`src/hdl/ooksw_pkg.sv`:
```
// ----------------------------------------------------------------------------
// ooksw_pkg
// Types and constants shared by the OOK remote switch frame encoder.
// ----------------------------------------------------------------------------
package ooksw_pkg;

  // Width of the switch id as it arrives on the input stream
  localparam int unsigned ID_W    = 7;
  // Symbol counter width, enough for the longest frame (4 + 7 id bits and the terminator)
  localparam int unsigned SYM_W   = 6;
  localparam int unsigned TICK_W  = 16;
  localparam int unsigned CADDR_W = 3;
  localparam int unsigned CDATA_W = 16;

  // Register indexes
  localparam logic [CADDR_W-1:0] CFG_REPEAT_COUNT = 3'd0;
  localparam logic [CADDR_W-1:0] CFG_SHORT_HIGH   = 3'd1;
  localparam logic [CADDR_W-1:0] CFG_LONG_HIGH    = 3'd2;
  localparam logic [CADDR_W-1:0] CFG_SHORT_LOW    = 3'd3;
  localparam logic [CADDR_W-1:0] CFG_LONG_LOW     = 3'd4;
  localparam logic [CADDR_W-1:0] CFG_SYNC_GAP     = 3'd5;

  // Register reset values
  localparam logic [7:0]        RST_REPEAT_COUNT = 8'd9;
  localparam logic [TICK_W-1:0] RST_SHORT_HIGH   = 16'd280;
  localparam logic [TICK_W-1:0] RST_LONG_HIGH    = 16'd925;
  localparam logic [TICK_W-1:0] RST_SHORT_LOW    = 16'd360;
  localparam logic [TICK_W-1:0] RST_LONG_LOW     = 16'd1000;
  localparam logic [TICK_W-1:0] RST_SYNC_GAP     = 16'd10000;

  typedef struct packed {
    logic [7:0]        repeat_count;
    logic [TICK_W-1:0] short_high;
    logic [TICK_W-1:0] long_high;
    logic [TICK_W-1:0] short_low;
    logic [TICK_W-1:0] long_low;
    logic [TICK_W-1:0] sync_gap;
  } cfg_t;

  // Position in the transmission: lead pulse flag, symbol and pulse counters
  typedef struct packed {
    logic             lead;
    logic [SYM_W-1:0] sym;
    logic [2:0]       pulse;
  } pos_t;

  typedef struct packed {
    logic line_level;
    logic busy;
    logic done;
  } res_t;

endpackage

```
`src/hdl/ooksw_width_sel.sv`:
```
// ----------------------------------------------------------------------------
// ooksw_width_sel
// Pulse width lookup: picks the tick count for a pulse from its position.
// ----------------------------------------------------------------------------
module ooksw_width_sel import ooksw_pkg::*; #(
  parameter int unsigned ID_BITS = 7
) (
  input  pos_t              pos,
  input  logic [ID_W-1:0]   held_id,
  input  logic              held_on,
  input  cfg_t              cfg,
  output logic [TICK_W-1:0] width
);

  localparam logic [SYM_W-1:0] LAST_SYM = SYM_W'(4 + ID_BITS);
  localparam logic [SYM_W-1:0] SYM_ID0  = SYM_W'(4);
  localparam logic [SYM_W-1:0] ID_LIM   = SYM_W'(ID_W);

  logic [SYM_W-1:0]  bit_idx;
  logic              one;
  logic [TICK_W-1:0] raw;

  assign bit_idx = pos.sym - SYM_ID0;

  always_comb begin
    if (pos.sym == '0) begin
      one = 1'b1;
    end else if (pos.sym < SYM_ID0) begin
      one = 1'b0;
    end else if (bit_idx < ID_LIM) begin
      one = held_id[bit_idx[2:0]];
    end else begin
      one = 1'b0;
    end
  end

  always_comb begin
    if (pos.lead) begin
      raw = (pos.pulse == 3'd0) ? cfg.short_high : cfg.sync_gap;
    end else if (pos.sym >= LAST_SYM) begin
      // terminator: two H or L pairs, then short high and the sync gap
      if (pos.pulse == 3'd4) begin
        raw = cfg.short_high;
      end else if (pos.pulse == 3'd5) begin
        raw = cfg.sync_gap;
      end else if (held_on) begin
        raw = pos.pulse[0] ? cfg.short_low : cfg.long_high;
      end else begin
        raw = pos.pulse[0] ? cfg.long_low : cfg.short_high;
      end
    end else begin
      case (pos.pulse)
        3'd0:    raw = cfg.short_high;
        3'd1:    raw = cfg.long_low;
        3'd2:    raw = one ? cfg.short_high : cfg.long_high;
        default: raw = one ? cfg.long_low : cfg.short_low;
      endcase
    end
  end

  // a zero width still lasts one tick
  assign width = (raw == '0) ? TICK_W'(1) : raw;

endmodule

```
`src/hdl/ooksw_seq.sv`:
```
// ----------------------------------------------------------------------------
// ooksw_seq
// Transmission sequencer: holds the frame position and the pulse timer,
// steps on each tick and produces the per-transaction result.
// ----------------------------------------------------------------------------
module ooksw_seq import ooksw_pkg::*; #(
  parameter int unsigned ID_BITS = 7
) (
  input  logic            clk,
  input  logic            rst_n,
  input  logic            xfer,
  input  logic            cmd,
  input  logic [ID_W-1:0] switch_id,
  input  logic            switch_on,
  input  cfg_t            cfg,
  output res_t            res
);

  localparam logic [SYM_W-1:0] LAST_SYM = SYM_W'(4 + ID_BITS);

  logic              active_r, active_nxt;
  pos_t              pos_r, pos_nxt;
  logic [7:0]        rep_r, rep_nxt;
  logic              level_r, level_nxt;
  logic [TICK_W-1:0] ticks_r, ticks_nxt, ticks_dec;
  logic [ID_W-1:0]   id_r, id_nxt;
  logic              on_r, on_nxt;
  logic              load, finish;
  logic [2:0]        p1;
  logic [TICK_W-1:0] width;

  assign p1        = pos_r.pulse + 3'd1;
  assign ticks_dec = ticks_r - TICK_W'(1);

  always_comb begin
    active_nxt = active_r;
    pos_nxt    = pos_r;
    rep_nxt    = rep_r;
    id_nxt     = id_r;
    on_nxt     = on_r;
    load       = 1'b0;
    finish     = 1'b0;
    res        = '0;
    if (cmd) begin
      if (!active_r) begin
        id_nxt     = switch_id;
        on_nxt     = switch_on;
        rep_nxt    = cfg.repeat_count;
        active_nxt = 1'b1;
        pos_nxt    = '{lead: 1'b1, sym: '0, pulse: 3'd0};
        load       = 1'b1;
      end
      res.line_level = active_r ? level_r : 1'b1;
      res.busy       = 1'b1;
    end else if (active_r) begin
      res.line_level = level_r;
      res.busy       = 1'b1;
      if (ticks_dec == '0) begin
        if (pos_r.lead) begin
          if (p1 >= 3'd2) begin
            pos_nxt = '{lead: 1'b0, sym: '0, pulse: 3'd0};
            if (rep_r == '0) finish = 1'b1;
            else             load   = 1'b1;
          end else begin
            pos_nxt.pulse = p1;
            load          = 1'b1;
          end
        end else if (p1 >= ((pos_r.sym >= LAST_SYM) ? 3'd6 : 3'd4)) begin
          pos_nxt.pulse = 3'd0;
          if (pos_r.sym == LAST_SYM) begin
            // end of one frame repetition
            pos_nxt.sym = '0;
            rep_nxt     = rep_r - 8'd1;
            if (rep_r == 8'd1) finish = 1'b1;
            else               load   = 1'b1;
          end else begin
            pos_nxt.sym = pos_r.sym + SYM_W'(1);
            load        = 1'b1;
          end
        end else begin
          pos_nxt.pulse = p1;
          load          = 1'b1;
        end
      end
      if (finish) begin
        active_nxt = 1'b0;
        pos_nxt    = '0;
        rep_nxt    = '0;
        res.done   = 1'b1;
      end
    end
  end

  ooksw_width_sel #(
    .ID_BITS (ID_BITS)
  ) u_width (
    .pos     (pos_nxt),
    .held_id (id_nxt),
    .held_on (on_nxt),
    .cfg     (cfg),
    .width   (width)
  );

  always_comb begin
    level_nxt = level_r;
    ticks_nxt = ticks_r;
    if (load) begin
      level_nxt = ~pos_nxt.pulse[0];
      ticks_nxt = width;
    end else if (finish) begin
      level_nxt = 1'b0;
      ticks_nxt = '0;
    end else if (active_r && !cmd) begin
      ticks_nxt = ticks_dec;
    end
  end

  always_ff @(posedge clk) begin
    if (!rst_n) begin
      active_r <= 1'b0;
      pos_r    <= '0;
      rep_r    <= '0;
      level_r  <= 1'b0;
      ticks_r  <= '0;
      id_r     <= '0;
      on_r     <= 1'b0;
    end else if (xfer) begin
      active_r <= active_nxt;
      pos_r    <= pos_nxt;
      rep_r    <= rep_nxt;
      level_r  <= level_nxt;
      ticks_r  <= ticks_nxt;
      id_r     <= id_nxt;
      on_r     <= on_nxt;
    end
  end

endmodule

```
`src/hdl/ook_remote_switch_frame_encoder.sv`:
```
// ----------------------------------------------------------------------------
// ook_remote_switch_frame_encoder
// Tick-driven OOK waveform generator for pulse-width coded remote switches.
// ----------------------------------------------------------------------------
// Usage: each input transaction is either a tick (in_tuser = 0) or a start
// (in_tuser = 1, carrying switch id and on/off flag). A start while idle
// launches a lead pulse followed by repeat_count frames; a start while busy
// is ignored. Every input transaction yields exactly one output transaction
// carrying the line level for that tick, a busy flag and, on out_tlast, the
// end of the final sync gap.
// Result: registered, valid in the cycle after acceptance.
// Throughput: one transaction per cycle unless stalled; the state update and
// pulse width lookup sit between the sequencer state and the output register.
// Stall: the output register doubles as the buffer; in_tready is high while
// it is empty or being drained, so a held result stalls the input only for
// as long as out_tready stays low.
// Reset: synchronous, active low; the line is idle low, no output pending,
// registers back to their defaults. Write registers only while idle.
// ----------------------------------------------------------------------------
module ook_remote_switch_frame_encoder import ooksw_pkg::*; #(
  parameter int unsigned ID_BITS = 7
) (
  input  logic               clk,
  input  logic               rst_n,
  input  logic               in_tvalid,
  output logic               in_tready,
  input  logic [7:0]         in_tdata,   // [6:0] switch_id, [7] switch_on
  input  logic               in_tuser,   // [0] cmd
  output logic               out_tvalid,
  input  logic               out_tready,
  output logic [7:0]         out_tdata,  // [0] line_level, [1] busy_res, [7:2] zero
  output logic               out_tlast,  // done_res
  input  logic               cfg_wr_en,
  input  logic [CADDR_W-1:0] cfg_addr,
  input  logic [CDATA_W-1:0] cfg_wdata
);

  cfg_t cfg_r;
  res_t res;
  res_t res_r;
  logic out_valid_r;
  logic xfer;

  assign in_tready = ~out_valid_r | out_tready;
  assign xfer      = in_tvalid & in_tready;

  always_ff @(posedge clk) begin
    if (!rst_n) begin
      cfg_r <= '{repeat_count: RST_REPEAT_COUNT, short_high: RST_SHORT_HIGH,
                 long_high: RST_LONG_HIGH, short_low: RST_SHORT_LOW,
                 long_low: RST_LONG_LOW, sync_gap: RST_SYNC_GAP};
    end else if (cfg_wr_en) begin
      unique case (cfg_addr)
        CFG_REPEAT_COUNT: cfg_r.repeat_count <= cfg_wdata[7:0];
        CFG_SHORT_HIGH:   cfg_r.short_high   <= cfg_wdata;
        CFG_LONG_HIGH:    cfg_r.long_high    <= cfg_wdata;
        CFG_SHORT_LOW:    cfg_r.short_low    <= cfg_wdata;
        CFG_LONG_LOW:     cfg_r.long_low     <= cfg_wdata;
        CFG_SYNC_GAP:     cfg_r.sync_gap     <= cfg_wdata;
        default: ;
      endcase
    end
  end

  ooksw_seq #(
    .ID_BITS (ID_BITS)
  ) u_seq (
    .clk       (clk),
    .rst_n     (rst_n),
    .xfer      (xfer),
    .cmd       (in_tuser),
    .switch_id (in_tdata[ID_W-1:0]),
    .switch_on (in_tdata[7]),
    .cfg       (cfg_r),
    .res       (res)
  );

  always_ff @(posedge clk) begin
    if (!rst_n) begin
      out_valid_r <= 1'b0;
    end else if (xfer) begin
      out_valid_r <= 1'b1;
    end else if (out_tready) begin
      out_valid_r <= 1'b0;
    end
  end

  always_ff @(posedge clk) begin
    if (xfer) begin
      res_r <= res;
    end
  end

  assign out_tvalid = out_valid_r;
  assign out_tdata  = {6'd0, res_r.busy, res_r.line_level};
  assign out_tlast  = res_r.done;

endmodule

```
`config.mk`:
```
export PLATFORM = sky130hd
export DESIGN_NAME = ook_remote_switch_frame_encoder
export DESIGN_NICKNAME = d
export VERILOG_FILES = /design/src/hdl/ooksw_pkg.sv /design/src/hdl/ooksw_width_sel.sv /design/src/hdl/ooksw_seq.sv /design/src/hdl/ook_remote_switch_frame_encoder.sv
export SDC_FILE = /design/constraint.sdc
export NUM_CORES = 1
export LEC_CHECK = 0
export ABC_AREA = 1
export BUFFER_PORTS_ARGS = -buffer_cell sky130_fd_sc_hd__buf_2
export CORE_MARGIN = 2
export CORE_UTILIZATION = 57
export DETAILED_ROUTE_END_ITERATION = 12
export PLACE_DENSITY = 0.85
export SLEW_MARGIN = 20
export SYNTH_ARGS = -nofsm -noshare
export SYNTH_HDL_FRONTEND = slang
export SYNTH_SLANG_ARGS = --single-unit
export TNS_END_PERCENT = 20
```
`constraint.sdc`:
```
create_clock -name clk -period 4 [get_ports clk]
set_clock_uncertainty 0.1 [all_clocks]
set_input_delay 0.8 -clock clk [delete_from_list [all_inputs] [get_ports clk]]
set_output_delay 0.8 -clock clk [all_outputs]
set_load 0.1 [all_outputs]
```
==> results of run 1 <==
layout by cell type, fill, tap and decap left out, types with 5 or more instances in the layout:
cell type  netlist  final
a221oi_1        14      6
a211oi_1        11     11
dfxtp_1        133    131
conb_1           1      6
o21ai_0        137    131
o21ai_1         17     20
ha_1            13      9
nand3_1        112    105
buf_12           0     11
nand2_2          9     21
inv_1          171    165
nand3_2          1      8
and2_1           7      7
inv_8            0      5
o22ai_1          7      6
nand4_1         18     18
inv_2            9     12
nand2_1        378    363
nor2_4           3     10
buf_4            9     96
clkbuf_16        0     17
nor2_2           9     12
buf_2           15     37
o21ai_2          2      5
clkinv_1         6      6
a221oi_2         0      8
nor2_1         133    123
nand3b_1         6      6
a21oi_1        126    124
o211ai_1        40     40
cell type report:
type,instances,share of cell area (%)
clock buffers,17,3.81
well taps,216,2.42
repair buffers,151,11.1
inverters,187,6.38
flip-flops and latches,136,24.7
clock inverters,15,2.05
multi-input cells,1075,49.5
power by group:
part	leakage, nW	internal, mW	switching [mW]
Sequential	1.12	1.43	0.0468
Combinational	3.79	0.492	0.872
Clock	0.323	1.08	0.711
Total	5.23	2.99	1.63
cells by family after synthesis:
| family | after synthesis | share of synthesized area, % |
|---|---|---|
| AOI/OAI and AO/OA | 358 | 22.3 |
| xor gates and xnor gates | 9 | 0.869 |
| adders and majority gates | 13 | 1.79 |
| buffers and inverters | 267 | 11.8 |
| DFF | 136 | 30.3 |
| muxes | 3 | 0.331 |
| other | 1 | 0.0413 |
| and+or+nand+nor | 686 | 32.5 |
final timing paths:
kind / startpoint / end / slack (ps) / cells after the start
max: u_seq.pos_r[4] / u_seq.ticks_r[0] / -530 / 40
min: cfg_r[87] / cfg_r[87] / 370 / 2
max reg2reg: u_seq.pos_r[4] / u_seq.ticks_r[0] / -530 / 40
min reg2reg: cfg_r[87] / cfg_r[87] / 370 / 2
routing by layer:
metal | vias to the layer above | share of wire [%] | track usage [%]
met2 | 827 | 45 | 58.4
li1 | 5013 | - | -
met4 | 0 | 6.1 | 20.9
met5 | - | 0 | 0
met1 | 4868 | 37 | 45.6
met3 | 218 | 12 | 7.79
worst max-delay path, delay by kind of cell, from the launching register on:
kind / cells / cell delay [ps]
buf+inv: 7 / 750
compound gates: 3 / 550
simple gates: 27 / 2130
fa+ha+maj: 3 / 610
flops: 1 / 320
registers in the layout (all words and copies together), names as in the netlist:
register / flops
cfg_r: 88
out_tdata: 2
out_tlast: 1
out_tvalid: 1
u_seq.active_r: 1
u_seq.id_r: 7
u_seq.level_r: 1
u_seq.on_r: 1
u_seq.pos_r: 10
u_seq.rep_r: 8
u_seq.ticks_r: 16
what timing repair did:
action / in CTS / in global routing
cloned: 4 / 0
hold buffers: 0 / 0
pin swaps: 13 / 48
setup buffers: 8 / 16
gates resized for setup: 41 / 46
endpoints found under the hold margin: 0 / 0
endpoints found under the setup margin: 15 / 16
==> flow_summary.toml, run 1 <==
[routing]
via_per_inst = 6.08
vias = 10900
dr.first_iter.drc_count = 1544
avgRoutedWirePerCell_um = 17.8
dr.pass1.iters = 6
ant_nets = 0
drc = 0
drt-total-wl_um = 31900

[cts]
cts_buffer_depth = 2
cts_root_buf = "clkbuf_16"
cts_tree = "yes"
clk_latency_ps = 430
clk_pin_slew_worst_paths_ps = 70
clock_sinks = 136
numCtsBuffers = 17
h-tree-depth = 4

[outcome]
outcome = "finished, violations left"
violations = "negative setup slack"

[sta]
slew_headroom_pct = 32.7
period_minus_slack_ps = 4530
holdWs_ps = 366
timing.fmax_mhz = 221
hold_viol_final = 0
rsz0062_at_grt = "yes"
fin_setup_tns_ps = -3520
slew_viol_final = 0
fin_crit_sh_pct = 113
tightest_slew_ps = 1010
post-route-worst-setup-slack_ps = -527
setup_viol = 15

[global_routing]
grt_start_max_net_pins = 98
grt_first_pass_wirelength_um = 49000
grt_usage_pct = 36.5
grt-ovfl-total = 0
grt_pass1_vias = 10000
antenna_found_initial = 0

[placed_design]
dp_hpwl_um = 19700
port_buffers = 37
dp.cells = 1739
dp_slack_ps = -301
place_congestion = 0.993
placed_cell_area_um2 = 9960

[setup_path]
crit_fanout = 6
start_kind = "register"
worstPathRequired_ps = 4260
cp.arrival_ps = 4790
cp-end-kind = "register"
crit_slowest_cell = "dfxtp_2"
cpPeakStageDelay_ps = 320
crit_top_cell = "nand2_1"
criticalPathCategory = "reg -> reg"

[die]
die_w_um = 130
start_util_pct = 57.7
die_area_um2 = 16900
core_um2 = 15700
num_rows = 46
die_height_um = 130
io_pins = 44

[synth]
synth.area.top_cells = "dfxtp_1 29%, nand2_1 16%, o21ai_0 7.6%"
synth.yosys.seq_area_share_pct = 30.3
synth.distinct_cells = 46
synthDominantAreaCellType = "dfxtp_1"
synth_edf_count = 3
ys_warn_count = 0
synth_area_um2 = 9070
synth_top_area_share_pct = 29.4
syn_inst = 1473
synth_ff_type = "dfxtp_1"
synthArstFlopShare_pct = 0
synth-seq-cells = 136
ys_top_cells_by_count = "378 x nand2_1, 171 x inv_1, 137 x o21ai_0"
yosysMostFrequentCell = "nand2_1"
avgSynthCellArea_um2 = 6.16

[layout]
fin_nets = 1614
final_core_util_pct = 71.0
antenna_cells = 0
multi_input_area_um2 = 5530
seq_area_um2 = 2760
syn_to_final_growth_pct = 23.0
final_cells = 1797
final_area_um2 = 11200
final_layout_size_suffix_gt1_share_pct = 18.2
nFillCells = 1196

[power]
ir_drop_uv = 327
p_leak_nw = 5.23
pwr_density_cell_nw_per_um2 = 414
total_power_mw = 4.62

[flow_run]
cap_violations = 0

[min_path]
holdCritPathClass = "reg -> reg"
Power figures use the tool's default switching activity.
==> inputs of run 2 (changes only) <==
--- a/config.mk
+++ b/config.mk
@@ -10,7 +10,8 @@
 export CORE_MARGIN = 2
 export CORE_UTILIZATION = 57
 export DETAILED_ROUTE_END_ITERATION = 12
-export PLACE_DENSITY = 0.85
+export PLACE_DENSITY_LB_ADDON = 0.3
+export SETUP_SLACK_MARGIN = 0.15
 export SLEW_MARGIN = 20
 export SYNTH_ARGS = -nofsm -noshare
 export SYNTH_HDL_FRONTEND = slang
==> flow_summary.toml, run 2 (same netlist as run 1, synthesis figures left out) <==
[routing]
ant_nets = 0
dr.pass1.iters = 7
drt-total-wl_um = 30400
vias = 10600
drc = 0
avgRoutedWirePerCell_um = 17.0
via_per_inst = 5.92
dr.first_iter.drc_count = 1295

[placed_design]
port_buffers = 37
dp_hpwl_um = 19300
place_congestion = 0.941
dp_slack_ps = -84.7

[setup_path]
cp-end-kind = "register"
reg2reg_depth = 34
cp.arrival_ps = 4410
start_kind = "register"
path_delay_family = "simple AND/OR/NAND/NOR gates"
reg2reg_slack_ps = -150
crit_slowest_cell = "dfxtp_1"
crit_top_cell = "nand2_1"
path_buf_inv = 4
crit_fanout = 6
path_depth = 34
criticalPathCategory = "reg -> reg"
worstPathRequired_ps = 4260
cpPeakStageDelay_ps = 390

[global_routing]
grt-ovfl-total = 0
grt_usage_pct = 35.1
grt_start_max_net_pins = 98
antenna_found_initial = 0
grt_first_pass_wirelength_um = 47000
grt_pass1_vias = 9458

[power]
swShare_pct = 36.1
p_comb_share_pct = 30.6
p_int_mw = 2.78
pwr_density_cell_nw_per_um2 = 393
p_leak_nw = 5.14
ir_drop_uv = 314
p_switching_mw = 1.57
power_frac_seq_pct = 33.9
clkPwrFrac_pct = 35.6

[layout]
antenna_cells = 0
final_core_util_pct = 70.5
largest_register_ffs = 88
top_regs = "cfg_r (88), u_seq.ticks_r (16), u_seq.pos_r (10)"
syn_to_final_growth_pct = 22.1
regMostFlops = "cfg_r"
final_layout_size_suffix_gt1_share_pct = 17.6
fin_nets = 1600
layout_commonest_cell = "nand2_1"
final_cell_mix = "362 x nand2_1, 164 x inv_1, 130 x o21ai_0, 130 x dfxtp_1, 126 x a21oi_1"

[sta]
fin_crit_sh_pct = 104
period_minus_slack_ps = 4150
slew_viol_final = 0
rsz0062_at_grt = "yes"
tightest_slew_ps = 1050
holdWs_ps = 372
timing.fmax_mhz = 241
hold_viol_final = 0
setup_viol = 6
post-route-worst-setup-slack_ps = -147
slew_headroom_pct = 29.7

[die]
die_area_um2 = 16900
die_height_um = 130
die_w_um = 130
start_util_pct = 57.7
core_um2 = 15700
num_rows = 46
io_pins = 44

[cts]
cts_tree = "yes"
cts_root_buf = "clkbuf_16"
cts_buffer_depth = 2
clock_sinks = 136
holdBufCountCts = 0
h-tree-depth = 4
clk_latency_ps = 430
numCtsBuffers = 17
clk_pin_slew_worst_paths_ps = 60

[min_path]
hold_depth = 2
holdCritPathClass = "reg -> reg"

[flow_run]
cap_violations = 0

[outcome]
violations = "negative setup slack"
outcome = "finished, violations left"
run 2: cell types whose count changed in the layout (fill, tap and decap cells not counted), sizes merged:
cell	previous run	this run
buf	151	134
clkinv	8	14
bufinv	4	1
clkbuf	17	20
inv	190	187
run 2: worst paths after layout:
| path | from | end |
|---|---|---|
| hold reg to reg | cfg_r[86] | cfg_r[86] |
| setup reg to reg | u_seq.ticks_r[0] | u_seq.ticks_r[0] |
| hold / removal | cfg_r[86] | cfg_r[86] |
| setup / recovery | u_seq.ticks_r[0] | u_seq.ticks_r[0] |
run 2: repair_timing:
item,in CTS,in global routing
buffers inserted,13,7
cloned,2,3
pin swaps,10,23
setup endpoints to repair,16,16
gates resized for setup,31,70
run 2: area by class of cell:
| cell class | count | area [um2] |
|---|---|---|
| tap | 216 | 270 |
| inverter | 187 | 722 |
| clock buffer | 17 | 425 |
| fill | 1344 | 4630 |
| clock inverter | 15 | 140 |
| timing repair buffer | 137 | 1150 |
| multi-input combinational | 1075 | 5620 |
| sequential | 136 | 2760 |
run 2: metal layers:
metal  GRT usage, %  up-vias  part of all wire [%]
met1           45.9     4779                    39
li1               -     4997                     -
met2           56.0      648                    46
met3           5.33      127                    10
met5              0        -                     0
met4           18.5        0                   4.7
run 2: worst min-delay path, stage by stage, from the launching register on:
cell and delay [ps]:
dfxtp_1 300, inv_1 70, a21oi_1 60
run 2: per-stage QoR:
step                      std cells  cell area (um2)  power, mW  setup TNS (ps)
after global routing           1783            11100       4.54           -3490
after global placement         1726             9850       2.60           -8.83
after floorplan                1478             9090       2.29               0
after detailed placement       1726             9850       2.62            -119
after CTS                      1773            10600       4.22               0
final                          1783            11100       4.35            -296
run 2: power groups by stage:
stage / Combinational, mW / Clock, mW / Sequential (mW)
2_1_floorplan: 0.775 / 0 / 1.51
3_3_place_gp: 1.10 / 0 / 1.50
3_5_place_dp: 1.12 / 0 / 1.50
4_1_cts: 1.20 / 1.55 / 1.47
5_1_grt: 1.45 / 1.61 / 1.48
6_report: 1.33 / 1.55 / 1.48
